<file path="config.mk">
export PLATFORM = sky130hd
export DESIGN_NAME = hbic_sweep
export DESIGN_NICKNAME = d
export VERILOG_FILES = /design/src/sv/hbic_pkg.sv /design/src/sv/hbic_sweep.sv
export SDC_FILE = /design/constraint.sdc
export NUM_CORES = 1
export LEC_CHECK = 0
export ABC_AREA = 1
export BUFFER_PORTS_ARGS = -buffer_cell sky130_fd_sc_hd__buf_2
export CAP_MARGIN = 15
export CORE_AREA = 2 2 50 52
export CTS_BUF_LIST = sky130_fd_sc_hd__clkbuf_2 sky130_fd_sc_hd__clkbuf_4 sky130_fd_sc_hd__clkbuf_8
export DETAILED_ROUTE_END_ITERATION = 7
export DIE_AREA = 0 0 52 54
export PLACE_DENSITY = 0.83
export RECOVER_POWER = 100
export SKIP_LAST_GASP = 1
export SYNTH_ARGS = -nofsm -noshare
export SYNTH_HDL_FRONTEND = slang
export SYNTH_SLANG_ARGS = --single-unit
</file>
<file path="constraint.sdc">
create_clock -name clk_i -period 1.98 [get_ports clk_i]
set_input_delay 0 -clock clk_i [delete_from_list [all_inputs] [get_ports clk_i]]
set_output_delay 0 -clock clk_i [all_outputs]
set_load 0.005 [all_outputs]
</file>
<file path="src/sv/hbic_pkg.sv">
// ----------------------------------------------------------------------------
// hbic_pkg
// types, constants and arithmetic shared by the interval classifier
// ----------------------------------------------------------------------------
`timescale 1ns / 1ps

package hbic_pkg;

  localparam int unsigned TableBlocksDef = 1048576;
  localparam int unsigned UnitShift      = 16;
  localparam int unsigned UnitW          = 32;
  localparam int unsigned EstW           = 8;
  localparam int unsigned ThrW           = 9;

  localparam logic            OP_USER_WRITE = 1'b0;
  localparam logic            OP_GC         = 1'b1;
  localparam logic [EstW-1:0] EST_MAX       = 8'hFF;

  typedef struct packed {
    logic        opcode;
    logic [31:0] block_addr;
    logic [47:0] segment_age;
  } hbic_in_t;

  typedef struct packed {
    logic [7:0] estimate;
    logic       is_hot;
  } hbic_out_t;

  // saturating add of an 8-bit entry and an age in units
  function automatic logic [EstW-1:0] sat_add(logic [EstW-1:0] base,
                                               logic [UnitW-1:0] units);
    logic [EstW:0] sum;
    sum = {1'b0, base} + {1'b0, units[EstW-1:0]};
    if ((|units[UnitW-1:EstW]) || sum[EstW]) begin
      return EST_MAX;
    end
    return sum[EstW-1:0];
  endfunction

endpackage

</file>
<file path="src/sv/hbic_sweep.sv">
// ----------------------------------------------------------------------------
// hbic_sweep
// clearing pass over the table after reset, one entry per cycle
// ----------------------------------------------------------------------------
`timescale 1ns / 1ps

module hbic_sweep #(
  parameter int unsigned Depth = hbic_pkg::TableBlocksDef,
  parameter int unsigned AddrW = 20
) (
  input  logic             clk_i,
  input  logic             rst_ni,
  output logic             busy_o,
  output logic [AddrW-1:0] addr_o
);
  import hbic_pkg::*;

  localparam logic [AddrW-1:0] LastAddr = AddrW'(Depth - 1);

  logic             busy_q, busy_d;
  logic [AddrW-1:0] cnt_q, cnt_d;

  always_comb begin
    busy_d = busy_q;
    cnt_d  = cnt_q;
    if (busy_q) begin
      if (cnt_q == LastAddr) begin
        busy_d = 1'b0;
      end else begin
        cnt_d = cnt_q + AddrW'(1);
      end
    end
  end

  always_ff @(posedge clk_i or negedge rst_ni) begin
    if (!rst_ni) begin
      busy_q <= 1'b1;
      cnt_q  <= '0;
    end else begin
      busy_q <= busy_d;
      cnt_q  <= cnt_d;
    end
  end

  assign busy_o = busy_q;
  assign addr_o = cnt_q;

endmodule

</file>
## Word level (Yosys, flattened, before mapping)

Cells that the tools add are included.

- Bits in registers: 21
- Bits of input ports: 2
- Output and inout bits: 21

- Add/subtract/negate cells: 1
- Equality and inequality tests: 1
- Multiplexer cells: 2
- Bitwise gates (word level): 1
- Reductions and logical operators: 1

Operator list:

| kind | number |
|---|---|
| $add A20 B1 Y20 const B | 1 |
| $eq A20 B20 Y1 const B | 1 |
| $mux W1 | 2 |
| $reduce_and A2 Y1 | 1 |
| $not A1 Y1 | 1 |

## Depth between registers and ports, before layout

Gate-level depths: netlist of run 1.

- Depth after elaboration: 3
- Gate-level depth with buffers: 10
- Mapped depth without buffers: 10

## Least setup slack after synthesis of run 1

Ideal clock, no wire load.

- Kind: reg2reg
- From: register cnt_q[0] (netlist: addr_o[0])
- To: register cnt_q[5] (netlist: addr_o[5])
- Data arrival time: 1.358 ns
- Data required time: 1.853 ns
- Slack: 0.495 ns
- Cell stages (with the launch flop): 10
- Path through: dfrtp_1 > ha_1 > nand3_2 > inv_2 > nand2_2 > nor2_4 > nand2_4 > nand2_8 > buf_12 > o21ai_0

- Longest elaborated chain between the ends: 3
- Elaborated cells on any way between the ends: 4
- Those cells by class: 1 x add/sub; 1 x eq/ne; 1 x bitwise; 1 x reduce/logical

Ends and longest elaborated chain:

| element | line | source |
|---|---|---|
| start, declared | hbic_sweep.sv:21 | `logic [AddrW-1:0] cnt_q, cnt_d;` |
| start signal, assigned | hbic_sweep.sv:41 | `cnt_q <= cnt_d;` |
| parallel branches: the longest is 3 deep, another holds $add A20 B1 Y20 | -- |  |

Several ways; the timed one is not identified.
A chain may end at the register's enable or synchronous reset.

## Worst setup path in the final report of run 1

- From: register cnt_q[1] (netlist: addr_o[1])
- To: register cnt_q[14] (netlist: addr_o[14])

Same word-level chain as after synthesis.

==> results of run 1 <==
==> synth_stat cells <==
cell type  number  area [um^2]
a21oi_1         1        5.000
buf_12          1        20.02
dfrtp_1        20        500.5
dfstp_2         1        26.28
ha_1            1        12.51
inv_1           9        33.78
inv_2           3        11.26
nand2_1        63        236.5
nand2_2         2        12.51
nand2_4         1        11.26
nand2_8         1        20.02
nand3_1        10        50.05
nand3_2         2        20.02
nand3b_1        3        22.52
nand4_1         2        12.51
nor2_1         26        97.59
nor2_2          2        12.51
nor2_4          1        11.26
nor3_1          1        5.000
o21ai_0         3        15.01
xnor2_1        11        96.34
xor2_1          3        26.28
==> cells in the final DEF, fill, tap and decap left out <==
| cell type | netlist | routed |
|---|---|---|
| a21oi_1 | 1 | 1 |
| nand2_4 | 1 | 1 |
| nor3_1 | 1 | 1 |
| nand3b_1 | 3 | 3 |
| nand2_8 | 1 | 1 |
| ha_1 | 1 | 1 |
| nand4_1 | 2 | 2 |
| nor2_4 | 1 | 1 |
| nand2_2 | 2 | 1 |
| nand2_1 | 63 | 64 |
| nand3_2 | 2 | 1 |
| clkbuf_4 | 0 | 3 |
| dfstp_1 | 0 | 1 |
| xor2_1 | 3 | 3 |
| dfrtp_1 | 20 | 20 |
| buf_2 | 0 | 16 |
| nor2_2 | 2 | 1 |
| dlygate4sd3_1 | 0 | 1 |
| nor2_1 | 26 | 27 |
| inv_1 | 9 | 9 |
| clkbuf_1 | 0 | 6 |
| clkinv_1 | 0 | 1 |
| o21ai_0 | 3 | 3 |
| xnor2_1 | 11 | 11 |
| inv_2 | 3 | 2 |
| nand3_1 | 10 | 11 |
| clkinv_2 | 0 | 1 |
==> state kept, by name (all words and copies together) (netlist names) <==
register,cells
busy_o,1
addr_o,20
==> final cells by class <==
cell class              instances  area, um^2  share of cell area
clock buffers                   3       22.52             0.01601
well taps                      30       37.54             0.02669
inverters                      12       45.04             0.03203
flip-flops and latches         21       526.8              0.3746
repair buffers                 23       112.6             0.08007
clock inverters                 1       5.005            0.003559
multi-input cells             133       656.9              0.4671
==> routing by layer <==
metal  wire (um)  GRT usage
met1        1179     0.2582
met2        1343     0.3692
met3         110    0.02500
met4          50     0.1053
met5           0          0
==> worst paths after layout <==
kind	from	depth (start not counted)	to
setup / recovery	addr_o[1]	10	addr_o[14]
hold / removal	rst_ni	2	addr_o[4]
setup reg to reg	addr_o[1]	10	addr_o[14]
hold reg to reg	addr_o[7]	1	addr_o[7]
max in group asynchronous	rst_ni	2	addr_o[10]
min in group clk_i	addr_o[7]	1	addr_o[7]
==> power groups by stage <==
stage                     Combinational (mW)  Sequential, mW  Clock (mW)
after floorplan                  0.000000243           0.437           0
after global placement               0.00905           0.437           0
after detailed placement             0.00946           0.437           0
after CTS                             0.0110           0.429       0.221
after global routing                  0.0116           0.429       0.238
final                                0.00984           0.429       0.215
==> per-stage QoR <==
stage	utilization	setup slack, ns	hold WS, ns
2_1_floorplan	-	0.4950	-0.2956
3_3_place_gp	0.5976	0.3964	-0.02747
3_5_place_dp	0.5976	0.3329	-0.01754
4_1_cts	0.6138	0.3038	0.1635
5_1_grt	0.6063	0.09233	0.4927
6_report	0.6063	0.2498	0.3948
==> kinds of logic (layout without fill, tap and decap cells) <==
logic type               count (synthesis)  in the layout  synth area share
AO/OA/AOI/OAI                            4              4           0.01590
buffers and inverters                   13             39           0.05169
AND/OR/NAND/NOR                        114            114            0.4066
XOR/XNOR                                14             14           0.09742
flip-flops                              21             21            0.4185
adder cells (fa/ha/maj)                  1              1          0.009939
==> worst reg2reg max path, cell delays in order (launching register included) <==
cell and delay, ns:
dfrtp_1 0.43, ha_1 0.27, nand3_1 0.18, clkinv_1 0.07, nand2_1 0.08, nor2_4 0.13, inv_1 0.06, nor2_1 0.21
nand2_1 0.08, nand2_1 0.06, nand2_1 0.05
==> repair_timing <==
item	CTS	global route
hold buffers	1	0
setup endpoints to repair	0	0
endpoints found under the hold margin	21	0
==> impl_results.md, run 1 <==
- Starting Density: 0.5426
- YS warnings: 0
- Synth Register Bits: 21
- Unrepaired setup endpoints after global routing: false
- Worst path top cell family by delay: simple AND/OR/NAND/NOR gates
- CP Max Fanout: 5
- Vias in the first global route: between 1k and 1.5k
- Crit-path slowest cell: dfrtp_1
- First-pass GRT wire length: ~4400 um
- Mapped Cells: 167
- Hold/Removal Path Class: in2async
- Antenna diodes: 0
- Drt total wl: ~2700 um
- H-tree levels: 1
- PortBufs: 22
- Final Non-Filler Cells: around 220
- Post-Syn Area per Cell: 7.537 um^2
- Critical path data arrival time: 1.95 ns
- Later-pin clock latency in the skew report: about 0.32 ns
- # setup viols final: 0
- Via density: just over 5
- Slew Limit Fails: 0
- Routed Antenna Nets: 0
- DRT iter0 DRCs: 24
- Total negative slack: 0 ns
- Sw Share: 0.2257
- Vias: approximately 1.1k
- Seq pwr share: 0.656
- CTS clk-pin slew, worst paths: 0.12 ns
- Crit Path Class: reg2reg
- Routability cong.: approximately 0.89
- Post-CTS setup buffers: 0
- Crit start category: flop
- Post-Place Cells: ~220
- Gate power share: 0.015
- Cell Rows: 18
- Min Clock Period, post-route: around 1.7 ns
- Clock Tree Buf Depth: 2
- Clk pwr share: 0.329
- Clock Skew: ~0.004 ns
- Layout cells sized above 1: 0.1451
- Final nets: ~200
- Post-synthesis sequential area ratio: 0.4185
- Core area: 2320 um^2
- Cell area after layout: roughly 1400 um^2
- DIE WIDTH: approximately 52 um
- Fmax: slightly below 0.6 GHz
- Internal power: between 500 and 600 uW
- Required time worst endpoint: 2.20 ns
- Root buffer cell: clkbuf_4
- Netlist cell types: 22
- Layout Area Growth over Synthesis: 11.73%
- Max-cap violation count: 0
- Number of buffers inserted during clock tree synthesis: 3
- Post-CTS resize count: 0
- Most common cell type on the critical path: nand2_1
- Outcome: complete, no violations
- VDD IR max: roughly 350 uV
- # IOs: 23
- Design Power: approximately 650 uW
- Die area: ~2800 um^2
- P_sw: 147.6 uW
- Fin. Hold Viols: 0
- CP peak stage delay: about 0.43 ns
- Worst rel slew slack: 0.2550
- Reg2reg setup slack: between 0.2 and 0.25 ns
- Crit path buf inv count: 2
- Drt wl/cell: roughly 12 um
- Leak Pwr: 0.6351 nW
- Cell Area, Synth: 1259 um^2
- Height of the die: 54 um
- Iteration count of the initial detailed-routing pass: 5
- Initial antenna violation count: 0
- Post-place instance area: between 1000 and 1500 um^2
- CTS sink cnt: 21
- Overflow after GRT: 0
- Fin crit share: 0.8738
- Post-DP HPWL: 2055 um
- Endpoint class of the critical path: flop
- GRT Util Overall: 0.2116
- Least-Margin Pin Slew: about 1.1 ns
- PD cells: approximately 460 nW/um^2
- Pin count of the biggest net entering global routing: 22
- Syn nets: between 150 and 200
- Filler Cell Count: around 210
- TritonCTS clock tree: yes
- CP Cell Sequence: ha_1 -> nand3_1 -> clkinv_1 -> nand2_1 -> nor2_4 -> inv_1 -> nor2_1 -> nand2_1 -> nand2_1 -> nand2_1
- DRC viols: 0
(Power assumes the default switching activity.)
==> inputs of run 2 (changes only) <==
==> constraint.sdc (replaced) <==
create_clock -name clk_i -period 1.8 [get_ports clk_i]
set_input_delay 0 -clock clk_i [delete_from_list [all_inputs] [get_ports clk_i]]
set_output_delay 0 -clock clk_i [all_outputs]
set_load 0.005 [all_outputs]
==> run 2 against run 1 <==
Against the previous run: non-clock buffer count did not move; clock-buffer cell count did not move; clock skew fell by 0.0033 ns; sequential cell count did not move; largest cell class unchanged; routed wire length rose by 5.1%; utilization rose by 0.43 points.
==> impl_results.md, run 2 (synthesized netlist as in run 1, its figures left out) <==
- Outcome: complete, no violations (unchanged)
- Clock Skew: 0.0008080 ns (was 0.004077 ns)
- # IOs: 23 (unchanged)
- Layout Area Growth over Synthesis: 12.52% (was 11.73%)
- Drt total wl: 2820 um (was 2684 um)
- P_sw: 162.8 uW (was 147.6 uW)
- CP peak stage delay: 0.43 ns (about the same)
- Post-CTS setup buffers: 0 (unchanged)
- Cell Rows: 18 (unchanged)
- Crit-path slowest cell: dfrtp_1 (unchanged)
- Met2 wire length: 1417 um (was 1343 um)
- Endpoint class of the critical path: flop (unchanged)
- CP Cell Sequence: ha_1 -> nand3_2 -> inv_2 -> nand2_2 -> nor2_4 -> nand2_4 -> nand2_8 -> inv_2 -> nand2_1 -> nand2_1 (was ha_1 -> nand3_1 -> clkinv_1 -> nand2_1 -> nor2_4 -> inv_1 -> nor2_1 -> nand2_1 -> nand2_1 -> nand2_1)
- VDD IR max: 377.3 uV (was 349.1 uV)
- Unrepaired setup endpoints after global routing: false (unchanged)
- Most frequent cells in the layout: nand2_1 (63), nor2_1 (26), dfrtp_1 (20), buf_2 (16), xnor2_1 (11) (was nand2_1 (64), nor2_1 (27), dfrtp_1 (20), buf_2 (16))
- DRC viols: 0 (unchanged)
- DRT iter0 DRCs: 29 (was 24)
- Post-CTS resize count: 0 (unchanged)
- Height of the die: 54 um (unchanged)
- Critical path data arrival time: 1.89 ns (was 1.95 ns)
- Starting Density: 0.5426 (unchanged)
- Critical Path Source: addr_o[0] (was addr_o[1])
- Crit start category: flop (unchanged)
- PortBufs: 22 (unchanged)
- CTS hold repair buffers: 1 (unchanged)
- Least-Margin Pin Slew: 1.118 ns (was 1.117 ns)
- Layout cells sized above 1: 0.1710 (was 0.1451)
- Reg2reg start: addr_o[0] (was addr_o[1])
- Clk pwr share: 0.329 (about the same)
- Worst rel slew slack: 0.2545 (was 0.2550)
- Vias in the first global route: 1,097 (was 1,063)
- Final core occ: 0.6106 (was 0.6063)
- Total negative slack: 0 ns (unchanged)
- Vias: 1,166 (was 1,123)
- Max-cap violation count: 0 (unchanged)
- Post-DP HPWL: 2108 um (was 2055 um)
- Required time worst endpoint: 2.02 ns (was 2.20 ns)
- Internal power: 556.9 uW (was 506.2 uW)
- TritonCTS clock tree: yes (unchanged)
- Fin crit share: 0.9305 (was 0.8738)
- Later-pin clock latency in the skew report: 0.31 ns (was 0.32 ns)
- DIE WIDTH: 52 um (unchanged)
- Worst path top cell family by delay: simple AND/OR/NAND/NOR gates (unchanged)
- Min Clock Period, post-route: 1.675 ns (was 1.730 ns)
- Crit path buf inv count: 2 (unchanged)
- Iteration count of the initial detailed-routing pass: 4 (was 5)
- Clock Tree Buf Depth: 2 (unchanged)
- Initial antenna violation count: 0 (unchanged)
- Routability cong.: 0.8893 (unchanged)
- Via density: 5.229 (was 5.036)
- PD cells: 508.1 nW/um^2 (was 464.9 nW/um^2)
- Commonest non-fill, non-tap cell in the layout: nand2_1 (unchanged)
- Fin. Hold Viols: 0 (unchanged)
- H-tree levels: 1 (unchanged)
- # setup viols final: 0 (unchanged)
- Met3 WL post-DR: 142 um (was 110 um)
- Fmax: 0.5970 GHz (was 0.5780 GHz)
- Antenna diodes: 0 (unchanged)
- WP depth: 10 (unchanged)
- Sw Share: 0.2262 (was 0.2257)
- Crit Path Class: reg2reg (unchanged)
- Leak Pwr: 0.6408 nW (was 0.6351 nW)
- CTS sink cnt: 21 (unchanged)
- Metal-1 WL: 1217 um (was 1179 um)
- CTS clk-pin slew, worst paths: 0.12 ns (about the same)
- CP Max Fanout: 16 (was 5)
- Die area: 2808 um^2 (unchanged)
- Overflow after GRT: 0 (unchanged)
- R2R cell count: 10 (unchanged)
- Seq pwr share: 0.656 (about the same)
- Slew Limit Fails: 0 (unchanged)
- Hold/Removal Path Class: in2async (unchanged)
- Pin count of the biggest net entering global routing: 22 (unchanged)
- Drt wl/cell: 12.65 um (was 12.04 um)
- Root buffer cell: clkbuf_4 (unchanged)
- Number of buffers inserted during clock tree synthesis: 3 (unchanged)
- Gate power share: 0.015 (about the same)
- Routed Antenna Nets: 0 (unchanged)
- Reg2reg setup slack: 0.13 ns (was 0.25 ns)
- Top Layer Used: met4 (unchanged)
- Core area: 2320 um^2 (unchanged)
- Max FFs per register: 20 (unchanged)
- GRT Util Overall: 0.2146 (was 0.2116)
- First-pass GRT wire length: 4491 um (was 4395 um)
- Final nets: 197 (unchanged)
## run 2: cell count changes in the layout (fill, tap and decap cells not counted)
cell / delta
inv_2: +1
nand2_2: +1
dfstp_1: -1
nand3_1: -1
nand2_1: -1
clkinv_1: -1
nand3_2: +1
nor2_1: -1
dfstp_2: +1
nor2_2: +1
## run 2: power groups by stage
stage                      logic [mW]  registers, mW  clock network [mW]
after floorplan           0.000000243          0.481                   0
after global placement        0.00995          0.481                   0
after detailed placement       0.0103          0.481                   0
after CTS                      0.0119          0.472               0.241
after global routing           0.0128          0.472               0.258
final                          0.0108          0.472               0.237
## run 2: layer usage
metal,global-route usage,up-vias
li1,-,567
met1,0.2530,555
met2,0.3903,39
met3,0.03056,5
met4,0.08772,0
met5,0,-
## run 2: final timing paths
kind / to
min: addr_o[2]
min reg2reg: addr_o[7]
max in group asynchronous: addr_o[1]
max reg2reg: addr_o[18]
min in group clk_i: addr_o[7]
max: addr_o[18]
## run 2: layout make-up
type | count | area (um^2)
fillers | 219 | 903.4
multi-input cells | 133 | 666.9
flip-flops and latches | 21 | 526.8
repair buffers | 23 | 112.6
inverters | 12 | 45.04
well taps | 30 | 37.54
clock buffers | 3 | 22.52
clock inverters | 1 | 5.005
## run 2: metrics by stage
step / instance area [um^2] / hold slack, ns / worst slack [ns] / total power [mW] / instances
after detailed placement: 1386 / -0.02074 / 0.1548 / 0.4910 / 218
after global placement: 1386 / -0.02747 / 0.2164 / 0.4907 / 218
after floorplan: 1259 / -0.2956 / 0.3150 / 0.4809 / 167
final: 1416 / 0.4007 / 0.1250 / 0.7197 / 223
after global routing: 1416 / 0.5016 / 0.003777 / 0.7430 / 223
after CTS: 1424 / 0.1666 / 0.1281 / 0.7246 / 223
## run 2: worst register-to-register path: stages (launching register included)
cell	delay, ns
dfrtp_1	0.43
ha_1	0.29
nand3_2	0.14
inv_2	0.08
nand2_2	0.06
nor2_4	0.12
nand2_4	0.11
nand2_8	0.13
inv_2	0.10
nand2_1	0.07
nand2_1	0.05
==> inputs of run 3 (changes only) <==
==> constraint.sdc (replaced) <==
create_clock -name clk_i -period 1.75 [get_ports clk_i]
set_input_delay 0 -clock clk_i [delete_from_list [all_inputs] [get_ports clk_i]]
set_output_delay 0 -clock clk_i [all_outputs]
set_load 0.005 [all_outputs]
==> run 3 against run 2 <==
Against the previous run: first-iteration DRC count decreased by 14%; clock-buffer cell count stayed put; via count up 0.26%; utilization grew 0.11 points; register-to-register slack barely moved; routed wire length fell by 0.74%; combinational power hardly changed; design area is 0.18% higher; highest routed layer unchanged; critical path type unchanged; sequential cell count unchanged.
==> impl_results.md, run 3 (synthesized netlist as in run 1, its figures left out) <==
- Die area: 2808 um^2 (unchanged)
- Layout cells sized above 1: 0.1762 (was 0.1710)
- Hold/Removal Path Class: in2async (unchanged)
- Seq. cell area: 526.8 um^2 (unchanged)
- CP Max Fanout: 16 (unchanged)
- Routed Antenna Nets: 0 (unchanged)
- Crit Path Class: reg2reg (unchanged)
- Unrepaired setup endpoints after global routing: false (unchanged)
- Cell area after layout: 1419 um^2 (was 1416 um^2)
- DIE WIDTH: 52 um (unchanged)
- # setup viols final: 0 (unchanged)
- Layout Area Growth over Synthesis: 12.72% (was 12.52%)
- PD cells: 521.1 nW/um^2 (was 508.1 nW/um^2)
- H-tree levels: 1 (unchanged)
- Critical path data arrival time: 1.85 ns (was 1.89 ns)
- Final core occ: 0.6117 (was 0.6106)
- Crit-path slowest cell: dfrtp_1 (unchanged)
- DRC viols: 0 (unchanged)
- GRT Util Overall: 0.2146 (unchanged)
- CTS sink cnt: 21 (unchanged)
- Via density: 5.242 (was 5.229)
- Endpoint class of the critical path: flop (unchanged)
- WP depth: 10 (unchanged)
- Outcome: complete, no violations (unchanged)
- Height of the die: 54 um (unchanged)
- Number of buffers inserted during clock tree synthesis: 3 (unchanged)
- Clock Skew: 0.0008280 ns (was 0.0008080 ns)
- Crit start category: flop (unchanged)
- Seq pwr share: 0.656 (about the same)
- PortBufs: 22 (unchanged)
- Starting Density: 0.5426 (unchanged)
- Fin. Hold Viols: 0 (unchanged)
- Hold Slack: 0.3988 ns (was 0.4007 ns)
- Required time worst endpoint: 1.97 ns (was 2.02 ns)
- Most frequent cells in the layout: nand2_1 (63), nor2_1 (26), dfrtp_1 (20), buf_2 (16), xnor2_1 (11) (unchanged)
- DRT iter0 DRCs: 25 (was 29)
- Overflow after GRT: 0 (unchanged)
- Sw Share: 0.2253 (was 0.2262)
- Drt total wl: 2799 um (was 2820 um)
- Max FFs per register: 20 (unchanged)
- Post-DP HPWL: 2108 um (unchanged)
- Pin count of the biggest net entering global routing: 22 (unchanged)
- Core area: 2320 um^2 (unchanged)
- Gate power share: 0.015 (about the same)
- VDD IR max: 386.4 uV (was 377.3 uV)
- Slew Limit Fails: 0 (unchanged)
- R2R cell count: 10 (unchanged)
- CP Cell Sequence: ha_2 -> nand3_2 -> inv_2 -> nand2_2 -> nor2_4 -> nand2_4 -> nand2_8 -> inv_2 -> nand2_1 -> nand2_1 (was ha_1 -> nand3_2 -> inv_2 -> nand2_2 -> nor2_4 -> nand2_4 -> nand2_8 -> inv_2 -> nand2_1 -> nand2_1)
- First-pass GRT wire length: 4491 um (unchanged)
- Vias: 1,169 (was 1,166)
- CP peak stage delay: 0.43 ns (about the same)
- Vias in the first global route: 1,097 (unchanged)
- Post-Place Cells: 218 (unchanged)
- Final Non-Filler Cells: 223 (unchanged)
- Internal power: 572.8 uW (was 556.9 uW)
- Antenna diodes: 0 (unchanged)
- CTS clk-pin slew, worst paths: 0.12 ns (about the same)
- Final nets: 197 (unchanged)
- Least-Margin Pin Slew: 1.111 ns (was 1.118 ns)
- Routability cong.: 0.8893 (unchanged)
- Final worst slack: 0.1224 ns (was 0.1250 ns)
- # IOs: 23 (unchanged)
- P_sw: 166.5 uW (was 162.8 uW)
- Worst slack, placed: 0.1048 ns (was 0.1548 ns)
- Drt wl/cell: 12.55 um (was 12.65 um)
- Later-pin clock latency in the skew report: 0.31 ns (about the same)
- Multi-input logic area: 669.4 um^2 (was 666.9 um^2)
- Worst rel slew slack: 0.2591 (was 0.2545)
- Max-cap violation count: 0 (unchanged)
- Clock Tree Buf Depth: 2 (unchanged)
- Clk pwr share: 0.329 (about the same)
- Fmax: 0.6144 GHz (was 0.5970 GHz)
- Iteration count of the initial detailed-routing pass: 4 (unchanged)
- Min Clock Period, post-route: 1.628 ns (was 1.675 ns)
- Filler Cell Count: 218 (was 219)
- TritonCTS clock tree: yes (unchanged)
- Leak Pwr: 0.6377 nW (was 0.6408 nW)
- Design Power: 739.3 uW (was 719.7 uW)
- Cell Rows: 18 (unchanged)
- Root buffer cell: clkbuf_4 (unchanged)
- Initial antenna violation count: 0 (unchanged)
- Fin crit share: 0.9301 (was 0.9305)
- Crit path buf inv count: 2 (unchanged)
- Total negative slack: 0 ns (unchanged)
- Commonest non-fill, non-tap cell in the layout: nand2_1 (unchanged)
- Worst path top cell family by delay: simple AND/OR/NAND/NOR gates (unchanged)
- Post-place instance area: 1386 um^2 (unchanged)
run 3: cell types whose count changed in the layout (fill, tap and decap cells not counted):
| cell | change |
|---|---|
| ha_2 | +1 |
| ha_1 | -1 |
run 3: worst paths after layout:
check / start / end / slack [ns]
max in group asynchronous: rst_ni / addr_o[1] / 0.69
hold reg to reg: addr_o[7] / addr_o[7] / 0.52
hold / removal: rst_ni / addr_o[4] / 0.40
setup / recovery: addr_o[0] / addr_o[18] / 0.12
setup reg to reg: addr_o[0] / addr_o[18] / 0.12
min in group clk_i: addr_o[7] / addr_o[7] / 0.52
run 3: cell type report:
type                            instances  share of cell area
Tap cell                               30             0.02646
Multi-Input combinational cell        133              0.4718
Timing Repair Buffer                   23             0.07937
Clock inverter                          1            0.003527
Sequential cell                        21              0.3713
Clock buffer                            3             0.01587
Inverter                               12             0.03175
run 3: power by group through the flow:
stage               clock network (mW)   logic [mW]  registers, mW
floorplan                            0  0.000000243          0.495
global placement                     0       0.0102          0.494
detailed placement                   0       0.0106          0.494
CTS                              0.248       0.0123          0.485
global route                     0.266       0.0132          0.485
finish                           0.243       0.0111          0.485
run 3: routing by layer:
layer	vias up	track usage	wire length (um)
met5	-	0	0
met3	5	0.03056	142
met4	0	0.08772	42
li1	570	-	-
met1	552	0.2530	1201
met2	42	0.3903	1412
run 3: what timing repair did:
item / CTS / global route
setup buffers: 0 / 0
gates resized for setup: 0 / 1
endpoints found under the setup margin: 0 / 8
hold endpoints to repair: 21 / 0
hold buffers: 1 / 0
